===== src/rtl/mlk_pkg.sv =====
// Package for the Morse LED keyer: payload structs, action codes, Morse tables.
// No dependencies.
`default_nettype none

package mlk_pkg;

    localparam int TICK_COUNT_WIDTH_DEF = 16;
    localparam logic [15:0] UNIT_TICKS_RESET = 16'd100;

    localparam logic [1:0] ACT_LOAD = 2'd0;
    localparam logic [1:0] ACT_TICK = 2'd1;
    localparam logic [1:0] ACT_END  = 2'd2;

    localparam logic [2:0] DOT_UNITS        = 3'd1;
    localparam logic [2:0] DASH_UNITS       = 3'd3;
    localparam logic [2:0] ELEM_GAP_UNITS   = 3'd1;
    localparam logic [2:0] LETTER_END_UNITS = 3'd3;
    localparam logic [2:0] WORD_UNITS       = 3'd7;
    localparam logic [2:0] MESSAGE_UNITS    = 3'd7;
    localparam logic [2:0] MAX_ELEMENTS     = 3'd5;

    localparam logic [7:0] CH_SPACE   = 8'h20;
    localparam logic [7:0] CH_ZERO    = 8'h30;
    localparam logic [7:0] CH_NINE    = 8'h39;
    localparam logic [7:0] CH_UPPER_A = 8'h41;
    localparam logic [7:0] CH_UPPER_Z = 8'h5a;
    localparam logic [7:0] CH_LOWER_A = 8'h61;
    localparam logic [7:0] CH_LOWER_Z = 8'h7a;
    localparam logic [7:0] CASE_FOLD  = 8'h20;

    // length in bits 7..5, pattern in bits 4..0, bit 0 first, 1 = dash
    localparam logic [7:0] LETTER_CODES [26] = '{
        8'd66,  8'd129, 8'd133, 8'd97,  8'd32,  8'd132, 8'd99,  8'd128, 8'd64,
        8'd142, 8'd101, 8'd130, 8'd67,  8'd65,  8'd103, 8'd134, 8'd139, 8'd98,
        8'd96,  8'd33,  8'd100, 8'd136, 8'd102, 8'd137, 8'd141, 8'd131
    };
    localparam logic [7:0] DIGIT_CODES [10] = '{
        8'd191, 8'd190, 8'd188, 8'd184, 8'd176,
        8'd160, 8'd161, 8'd163, 8'd167, 8'd175
    };

    typedef struct packed {
        logic [1:0] action;
        logic [7:0] char_code;
    } mlk_req_t;

    typedef struct packed {
        logic led_on;
        logic busy_res;
        logic accepted;
    } mlk_rsp_t;

    typedef struct packed {
        logic       known;
        logic       is_space;
        logic [4:0] pattern;
        logic [2:0] total;
    } mlk_char_t;

    function automatic logic [2:0] elem_units(input logic [4:0] pattern,
                                              input logic [2:0] pos);
        logic [4:0] shifted;
        shifted = pattern >> pos;
        return shifted[0] ? DASH_UNITS : DOT_UNITS;
    endfunction

endpackage

`default_nettype wire


===== src/rtl/mlk_char_rom.sv =====
// Character lookup: folds case and maps letters, digits and space to Morse elements.
// Depends on mlk_pkg.
`default_nettype none

module mlk_char_rom (
    input  wire logic [7:0]        char_code,
    output mlk_pkg::mlk_char_t     info
);
    import mlk_pkg::*;

    logic [7:0] upper;
    logic [7:0] code;

    always_comb
    begin
        upper = char_code;
        if (char_code inside {[CH_LOWER_A:CH_LOWER_Z]})
        begin
            upper = char_code - CASE_FOLD;
        end
        code = '0;
        info.known = 1'b0;
        info.is_space = 1'b0;
        if (upper == CH_SPACE)
        begin
            info.is_space = 1'b1;
        end
        else if (upper inside {[CH_UPPER_A:CH_UPPER_Z]})
        begin
            code = LETTER_CODES[5'(upper - CH_UPPER_A)];
            info.known = 1'b1;
        end
        else if (upper inside {[CH_ZERO:CH_NINE]})
        begin
            code = DIGIT_CODES[4'(upper - CH_ZERO)];
            info.known = 1'b1;
        end
        info.pattern = code[4:0];
        info.total = code[7:5];
    end

endmodule

`default_nettype wire


===== src/rtl/morse_led_keyer.sv =====
// Top level of the Morse LED keyer: phase machine, unit timer and result register.
// Depends on mlk_pkg and mlk_char_rom.
`default_nettype none

// Morse LED keyer. Each request is a load of one character, a timer tick or an
// end-of-message gap; each produces exactly one response showing the LED level,
// whether a character or gap is still in progress, and whether a load or gap
// request was taken. The phase machine and unit timer update at acceptance and
// the response lands in the output register, visible the next cycle. One
// request per cycle is accepted whenever the response register is empty or
// being drained in the same cycle. Timing of the Morse output is set by
// unit_ticks ticks per unit (0 acts as 1), capped by the range of the
// TICK_COUNT_WIDTH-bit tick counter.
module morse_led_keyer #(
    parameter int TICK_COUNT_WIDTH = mlk_pkg::TICK_COUNT_WIDTH_DEF
) (
    input  wire logic              clk,
    input  wire logic              rst_n,
    input  wire logic              req_valid,
    output logic                   req_ready,
    input  wire mlk_pkg::mlk_req_t req_data,
    output logic                   rsp_valid,
    input  wire logic              rsp_ready,
    output mlk_pkg::mlk_rsp_t      rsp_data,
    input  wire logic              unit_ticks_we,
    input  wire logic [15:0]       unit_ticks_data
);
    import mlk_pkg::*;

    localparam int CMP_W = (TICK_COUNT_WIDTH + 1 > 17) ? TICK_COUNT_WIDTH + 1 : 17;

    localparam logic [1:0] PH_IDLE  = 2'd0;
    localparam logic [1:0] PH_MARK  = 2'd1;
    localparam logic [1:0] PH_GAP   = 2'd2;
    localparam logic [1:0] PH_TRAIL = 2'd3;

    logic [15:0]                 unit_ticks_reg;
    logic [4:0]                  pattern_reg, pattern_next;
    logic [2:0]                  total_reg, total_next;
    logic [2:0]                  pos_reg, pos_next;
    logic [1:0]                  phase_reg, phase_next;
    logic [2:0]                  units_reg, units_next;
    logic [TICK_COUNT_WIDTH-1:0] tick_reg, tick_next;
    logic                        rsp_valid_reg, rsp_valid_next;
    mlk_rsp_t                    rsp_data_reg, rsp_data_next;

    mlk_char_t                   char_info;
    logic                        accept;
    logic                        acc;
    logic [15:0]                 limit;
    logic [CMP_W-1:0]            tick_inc;
    logic                        unit_end;
    logic [2:0]                  pos_inc;

    mlk_char_rom u_char_rom (
        .char_code (req_data.char_code),
        .info      (char_info)
    );

    assign req_ready = !rsp_valid_reg || rsp_ready;
    assign accept    = req_valid && req_ready;
    assign rsp_valid = rsp_valid_reg;
    assign rsp_data  = rsp_data_reg;

    assign limit    = (unit_ticks_reg == '0) ? 16'd1 : unit_ticks_reg;
    assign tick_inc = CMP_W'(tick_reg) + CMP_W'(1);
    assign unit_end = (tick_inc >= CMP_W'(limit)) || (&tick_reg);
    assign pos_inc  = pos_reg + 3'd1;

    always_comb
    begin
        pattern_next = pattern_reg;
        total_next   = total_reg;
        pos_next     = pos_reg;
        phase_next   = phase_reg;
        units_next   = units_reg;
        tick_next    = tick_reg;
        acc          = 1'b0;
        if (accept)
        begin
            case (req_data.action)
                ACT_LOAD:
                begin
                    if (phase_reg == PH_IDLE)
                    begin
                        acc       = 1'b1;
                        tick_next = '0;
                        pos_next  = '0;
                        if (char_info.is_space)
                        begin
                            pattern_next = '0;
                            total_next   = '0;
                            phase_next   = PH_TRAIL;
                            units_next   = WORD_UNITS;
                        end
                        else if (char_info.known)
                        begin
                            pattern_next = char_info.pattern;
                            total_next   = char_info.total;
                            phase_next   = PH_MARK;
                            units_next   = elem_units(char_info.pattern, 3'd0);
                        end
                    end
                end
                ACT_TICK:
                begin
                    if (phase_reg != PH_IDLE)
                    begin
                        if (unit_end)
                        begin
                            tick_next = '0;
                            if (units_reg > 3'd1)
                            begin
                                units_next = units_reg - 3'd1;
                            end
                            else
                            begin
                                case (phase_reg)
                                    PH_MARK:
                                    begin
                                        phase_next = PH_GAP;
                                        units_next = ELEM_GAP_UNITS;
                                    end
                                    PH_GAP:
                                    begin
                                        pos_next = pos_inc;
                                        if (pos_inc < total_reg && pos_inc < MAX_ELEMENTS)
                                        begin
                                            phase_next = PH_MARK;
                                            units_next = elem_units(pattern_reg, pos_inc);
                                        end
                                        else
                                        begin
                                            phase_next = PH_TRAIL;
                                            units_next = LETTER_END_UNITS;
                                        end
                                    end
                                    default:
                                    begin
                                        phase_next = PH_IDLE;
                                        units_next = '0;
                                    end
                                endcase
                            end
                        end
                        else
                        begin
                            tick_next = TICK_COUNT_WIDTH'(tick_inc);
                        end
                    end
                end
                ACT_END:
                begin
                    if (phase_reg == PH_IDLE)
                    begin
                        acc          = 1'b1;
                        tick_next    = '0;
                        pattern_next = '0;
                        total_next   = '0;
                        pos_next     = '0;
                        phase_next   = PH_TRAIL;
                        units_next   = MESSAGE_UNITS;
                    end
                end
                default:
                begin
                end
            endcase
        end

        rsp_data_next.led_on   = (phase_next == PH_MARK);
        rsp_data_next.busy_res = (phase_next != PH_IDLE);
        rsp_data_next.accepted = acc;

        if (accept)
        begin
            rsp_valid_next = 1'b1;
        end
        else if (rsp_ready)
        begin
            rsp_valid_next = 1'b0;
        end
        else
        begin
            rsp_valid_next = rsp_valid_reg;
        end
    end

    always_ff @(posedge clk or negedge rst_n)
    begin
        if (!rst_n)
        begin
            unit_ticks_reg <= UNIT_TICKS_RESET;
            pattern_reg    <= '0;
            total_reg      <= '0;
            pos_reg        <= '0;
            phase_reg      <= PH_IDLE;
            units_reg      <= '0;
            tick_reg       <= '0;
            rsp_valid_reg  <= 1'b0;
        end
        else
        begin
            if (unit_ticks_we)
            begin
                unit_ticks_reg <= unit_ticks_data;
            end
            pattern_reg   <= pattern_next;
            total_reg     <= total_next;
            pos_reg       <= pos_next;
            phase_reg     <= phase_next;
            units_reg     <= units_next;
            tick_reg      <= tick_next;
            rsp_valid_reg <= rsp_valid_next;
        end
    end

    always_ff @(posedge clk)
    begin
        if (accept)
        begin
            rsp_data_reg <= rsp_data_next;
        end
    end

endmodule

`default_nettype wire


===== config.mk =====
export PLATFORM = sky130hd
export DESIGN_NAME = morse_led_keyer
export DESIGN_NICKNAME = d
export VERILOG_FILES = /design/src/rtl/mlk_pkg.sv /design/src/rtl/mlk_char_rom.sv /design/src/rtl/morse_led_keyer.sv
export SDC_FILE = /design/constraint.sdc
export NUM_CORES = 1
export LEC_CHECK = 0
export ABC_AREA = 1
export ABC_CLOCK_PERIOD_IN_PS = 4000
export BUFFER_PORTS_ARGS = -buffer_cell sky130_fd_sc_hd__clkbuf_2
export CORE_ASPECT_RATIO = 0.9
export CORE_MARGIN = 2
export CORE_UTILIZATION = 34
export CTS_CLUSTER_SIZE = 8
export DETAILED_ROUTE_END_ITERATION = 10
export HOLD_SLACK_MARGIN = 0.03
export PLACE_DENSITY_LB_ADDON = 0.2
export SLEW_MARGIN = 5
export SYNTH_ARGS = -nofsm -noshare
export SYNTH_HDL_FRONTEND = slang
export SYNTH_SLANG_ARGS = --single-unit
export TNS_END_PERCENT = 10

===== constraint.sdc =====
create_clock -name clk -period 4 [get_ports clk]
set_input_delay 0.8 -clock clk [delete_from_list [all_inputs] [get_ports clk]]
set_output_delay 0.8 -clock clk [all_outputs]
set_load 0.005 [all_outputs]

Word level (Yosys, flattened, before mapping)
Memory sizes are Yosys's and may differ from the RTL's.
Cells that the tools add are included.
{"block": "classes", "add_sub_neg": 6, "order_cmp": 12, "eq_ne": 14, "shift": 1, "muxes": 58, "n_bitwise": 2, "reduce_logical": 23}
{"operator": "$mux 16", "n": 4}
{"operator": "$mux 8", "n": 8}
{"operator": "$mux 3", "n": 15}
{"operator": "$pmux 16 s2", "n": 1}
{"operator": "$mux 2", "n": 12}
{"operator": "$mux 5", "n": 4}
{"operator": "$add 16x1->17 const B", "n": 1}
{"operator": "$ge 17x16->1", "n": 1}
{"operator": "$ge 8x7->1 const B", "n": 2}
{"operator": "$le 8x7->1 const B", "n": 2}
{"operator": "$logic_not 16->1", "n": 1}
{"operator": "$reduce_and 16->1", "n": 1}
{"operator": "$reduce_and 7->1", "n": 2}
{"operator": "$pmux 3 s2", "n": 2}
{"operator": "$ne 2x2->1 const B", "n": 5}
{"operator": "$pmux 5 s2", "n": 1}
{"operator": "$reduce_bool 2->1", "n": 5}
{"operator": "$pmux 3 s3", "n": 1}
{"operator": "$eq 8x6->1 const B", "n": 1}
{"operator": "$ge 8x6->1 const B", "n": 1}
{"operator": "$le 8x6->1 const B", "n": 1}
{"operator": "$pmux 2 s2", "n": 2}
{"operator": "$sub 8x6->8 const B", "n": 1}
{"operator": "$mux 1", "n": 7}
{"operator": "other kinds (25)", "n": 35}
{"block": "totals", "register_bits": 52, "mem_bits_ro": 384, "inputBits": 31, "wordCells": 129, "mem_count": 2}
{"memory": "(name not given)", "depth": 32, "word_bits": 8, "rd": 1, "rd_clocked_by_memory_dff": 0, "write_ports": 0, "line": "mlk_char_rom.sv:30", "text": "code = LETTER_CODES[5'(upper - CH_UPPER_A)];"}
{"memory": "(name not given)", "depth": 16, "word_bits": 8, "rd": 1, "rd_clocked_by_memory_dff": 0, "write_ports": 0, "line": "mlk_char_rom.sv:35", "text": "code = DIGIT_CODES[4'(upper - CH_ZERO)];"}

Longest topological paths before layout
{"block": "logic_depth", "word_depth": 16, "mapped_depth": 26}

Modules after synthesis
From an unflattened synthesis, not the netlist that was laid out.
{"block": "unflattened", "cells_unflattened": 574, "hier_area_um2": 4304.1}
{"mod": "morse_led_keyer", "n_inst": 1, "cells_each": 405, "area_each_um2": 3350.7, "seq_area_each_um2": 1320.0}
{"mod": "mlk_char_rom", "n_inst": 1, "cells_each": 169, "area_each_um2": 953.4, "seq_area_each_um2": 0.0}

Worst setup path after synthesis
OpenSTA, ideal clock, no wires.
{"block": "synth_timing", "kind": "reg-to-reg", "from": "reg tick_reg[0]", "to": "reg rsp_data_reg (netlist bit rsp_data[1]) (data pin)", "setup_time_ns": 0.253, "arrival_time_ns": 2.758, "required_time_ns": 3.747, "setup_slack_ns": 0.989, "path_stages_with_launch": 25, "n_path_buf": 0, "period_less_slack_ns": 3.011, "path_cell_list": "dfrtp_1 nand3_1 nor3_1 nand3_1 nor2_1 nand3_1 nor2_1 xor2_1 inv_1 ha_1 nand2_1 nor2_1 nand3_1 nor2_1 nor2_1 nand3_1 nand2_1 nand3_1 nand3_1 nand2_1 nor2_1 nor2_1 nand2_1 nand2_1 nand2_1"}
{"element": "start, declared", "line": "morse_led_keyer.sv:43", "text": "logic [TICK_COUNT_WIDTH-1:0] tick_reg, tick_next;"}
{"element": "start signal, assigned", "line": "morse_led_keyer.sv:213", "text": "tick_reg <= tick_next;"}
{"element": "end signal, assigned", "line": "morse_led_keyer.sv:222", "text": "rsp_data_reg <= rsp_data_next;"}
{"element": "end, declared", "line": "morse_led_keyer.sv:45", "text": "mlk_rsp_t rsp_data_reg, rsp_data_next;"}

Worst setup path in the final report
{"block": "layout_timing", "from": "reg tick_reg[0]", "to": "reg pos_reg[2]"}
{"block": "layout_between", "elab_chain_cells": 5, "word_cells_on_any_way": 6}
{"element": "$add 16x1->17", "line": "morse_led_keyer.sv:66", "text": "assign tick_inc = CMP_W'(tick_reg) + CMP_W'(1);"}
{"element": "$ge 17x16->1", "line": "morse_led_keyer.sv:67", "text": "assign unit_end = (tick_inc >= CMP_W'(limit)) || (&tick_reg);"}
{"element": "$logic_or 1x1->1 (*)", "line": "morse_led_keyer.sv:67"}
{"element": "$ne 2x2->1 (no line) (*)"}
{"element": "$reduce_and 7->1 (no line) (*)"}
{"element": "end signal, assigned", "line": "morse_led_keyer.sv:210", "text": "pos_reg <= pos_next;"}
{"element": "end, declared", "line": "morse_led_keyer.sv:40", "text": "logic [2:0] pos_reg, pos_next;"}
Every way passes the cells marked *; elsewhere a longest branch is shown, timed or not.
A chain may end at the register's enable or synchronous reset.

==> reports/metrics.yaml <==
status: "complete, no violations"
stdcell_count: 758
drt_iter0_drc: 118
via_count: 3673
skew_ps: 8.591
synthFlopType: "dfrtp_1"
synthAdderAreaFrac: 0.1206
p_per_area_mw_per_mm2: 447.3
antenna_found_initial: 0
clock_latency_ps: 300
cap_violations: 0
critPathArrivalTime_ps: 3600
worstMarginPinSlew_ps: 815.4
antenna_cells: 0
ctsHoldBuffers: 0
num_rows: 37
ant_nets: 0
hold_class: "reg -> reg"
drc: 0
slowest_delay_ps: 400
finalSetupViolCount: 0
root_buffer: "clkbuf_16"
timing.fmax_mhz: 291.8
postSynthAreaPerCell_sq_um: 7.164
synth_edf_count: 3
period_share: 0.8568
ys_types: 43
port_buffers: 35
coreArea_sq_mm: 0.01153
post_drt_wl_per_cell_um: 12.15
slew_headroom: 0.4564
yosys.area_share.simple: 0.2535
crit_type: "reg -> reg"
grt_first_pass_wirelength_um: 16230
avgViaCountPerCell: 4.846
crit_slowest_cell: "dfrtp_1"
mostFrequentLayoutCells: "nand2_1 (131), inv_1 (100), nor2_1 (47), o21ai_0 (47), dfrtp_1 (46)"
rsz0062_at_grt: "no"
gp_congestion: 0.8878
drt-total-wl_um: 9208
cts.sinks: 52
grt_pass1_vias: 3571
htree_num_levels: 2
dp.cells: 750
synth-xor-area-share: 0.01947
track_usage: 0.1545
die_w_um: 119.0
p_leak_uw: 0.002405
synth-seq-area-share: 0.3261
post-route-min-period_ps: 3427
async_flop_share: 0.9423
ys_warn_count: 0
ys_ff_latch: 52
post_cts_buffers: 0
dp_hpwl_um: 7289
crit_required_ps: 4170
endpoint_kind: "register"
syn_inst: 565
dieArea_sq_mm: 0.01279
tns_ps: 0
grt_overflow_total: 0
muxShareOfSynthArea: 0
path_clk_slew_ps: 70
cts_inserted_buffers: 5
final_common_cell: "nand2_1"
io_pins: 36
cp_max_fo: 6
critPathBufInv: 4
synth_top_family_by_area: "simple AND/OR/NAND/NOR gates"
peakVddDrop_v: 0.0002278
grt_max_degree: 33
postCtsResizedCells: 0
nNetsFinal: 671
firstDrtPassIters: 4
netlist_area_sq_mm: 0.004048
drv_slew: 0
hold_viol_final: 0
initial_core_util: 0.3511
clk_path_buf_depth: 2
die_h_um: 107.5
tritoncts: "built"
cp_cell_sequence: "ha_1 -> nand2_1 -> nor2_1 -> nand3_1 -> nor2_1 -> inv_1 -> nor3_1 -> inv_1 -> nand2_1 -> inv_1 -> ha_1 -> nand2_1 -> nor2_1 -> nand3_1 -> nor2_1 -> nor2_1 -> nand3_1 -> nand2_1 -> nand3_1 -> inv_1 -> o21ai_2 -> nand4_1 -> nand2_1 -> o21ai_0"
crit_path_start_kind: "register"
synth_compound_area_frac: 0.1703
syn_to_final_growth_pct: 12.12
drive_above_1_share: 0.1312
nFillCells: 1216
synth_fp_nets: 635
crit_family: "simple AND/OR/NAND/NOR gates"
## synth_stat cells (2+ instances only)
| cell type | number | area, sq um |
|---|---|---|
| o21ai_2 | 6 | 52.55 |
| edfxtp_1 | 3 | 90.09 |
| clkbuf_1 | 5 | 18.77 |
| inv_1 | 100 | 375.4 |
| nand3_1 | 24 | 120.1 |
| xor2_1 | 9 | 78.83 |
| a31oi_1 | 2 | 12.51 |
| dfstp_2 | 3 | 78.83 |
| o21ai_1 | 4 | 20.02 |
| nand2_1 | 131 | 491.7 |
| nor2_1 | 47 | 176.4 |
| a21oi_2 | 2 | 17.52 |
| ha_1 | 39 | 488.0 |
| nand4_2 | 2 | 25.02 |
| buf_2 | 2 | 10.01 |
| o211ai_1 | 6 | 45.04 |
| a21o_1 | 2 | 15.01 |
| o21bai_1 | 4 | 30.03 |
| dfrtp_1 | 46 | 1151 |
| o31ai_1 | 5 | 37.54 |
| o21ai_0 | 47 | 235.2 |
| nand2_2 | 7 | 43.79 |
| nor3_1 | 8 | 40.04 |
| inv_2 | 6 | 22.52 |
| o22ai_1 | 9 | 56.30 |
| nand3_2 | 2 | 20.02 |
| nand4_1 | 7 | 43.79 |
| a21oi_1 | 22 | 110.1 |
## layout make-up
type / instances / area [sq um] / share of cell area
sequential: 52 / 1320 / 0.2909
timing repair buffer: 38 / 197.7 / 0.04356
multi-input combinational: 398 / 2287 / 0.5040
clock buffer: 6 / 128.9 / 0.02840
tap: 156 / 195.2 / 0.04301
clock inverter: 2 / 11.26 / 0.002481
inverter: 106 / 397.9 / 0.08768
## tightest hold or removal path, delay by kind of cell (launching register included)
kind / cells / cell delay [ps]
AO/OA/AOI/OAI: 1 / 50
AND/OR/NAND/NOR: 1 / 70
flip-flops: 1 / 340
## stage by stage
step / util / setup WS [ps] / area (sq um) / total power, uW / hold slack [ps]
detailed placement: 0.3811 / 513.8 / 4393 / 1608 / 476.1
CTS: 0.3932 / 483.5 / 4533 / 2054 / 492.7
global route: 0.3937 / 103.3 / 4538 / 2233 / 524.4
finish: 0.3937 / 572.7 / 4538 / 2030 / 490.5
floorplan: - / 988.9 / 4048 / 1382 / 449.5
global placement: 0.3811 / 659.4 / 4393 / 1590 / 472.4
## logic make-up (layout without fill, tap and decap cells)
kind of cell | Yosys count | count (layout)
simple gates | 234 | 234
fa+ha+maj | 39 | 39
buf+inv | 115 | 152
flops | 52 | 52
xor+xnor | 9 | 9
compound gates | 116 | 116
## report_power, final
| group | internal (uW) | total (uW) | switching, uW |
|---|---|---|---|
| Clock | 232 | 433 | 201 |
| Combinational | 327 | 860 | 533 |
| Sequential | 656 | 736 | 80.6 |
| Total | 1220 | 2030 | 815 |
## metal layers
layer,share of wire,global-route usage,wire length (um),vias to the layer above
li1,-,-,-,1902
met1,0.49,0.1999,4466,1703
met2,0.47,0.2631,4318,54
met3,0.026,0.02754,244,14
met4,0.019,0.04762,178,0
met5,0,0,0,-
## path summary, 6_finish.rpt
check / start / end / slack, ps / cells after the start
max in group asynchronous: rst_n / unit_ticks_reg[2] / 2580 / 2
worst min register to register: pattern_reg[4] / pattern_reg[4] / 490 / 2
worst min-delay path: pattern_reg[4] / pattern_reg[4] / 490 / 2
min in group asynchronous: rst_n / tick_reg[10] / 590 / 1
worst max-delay path: tick_reg[0] / pos_reg[2] / 570 / 24
worst max register to register: tick_reg[0] / pos_reg[2] / 570 / 24
(Power assumes the default switching activity.)
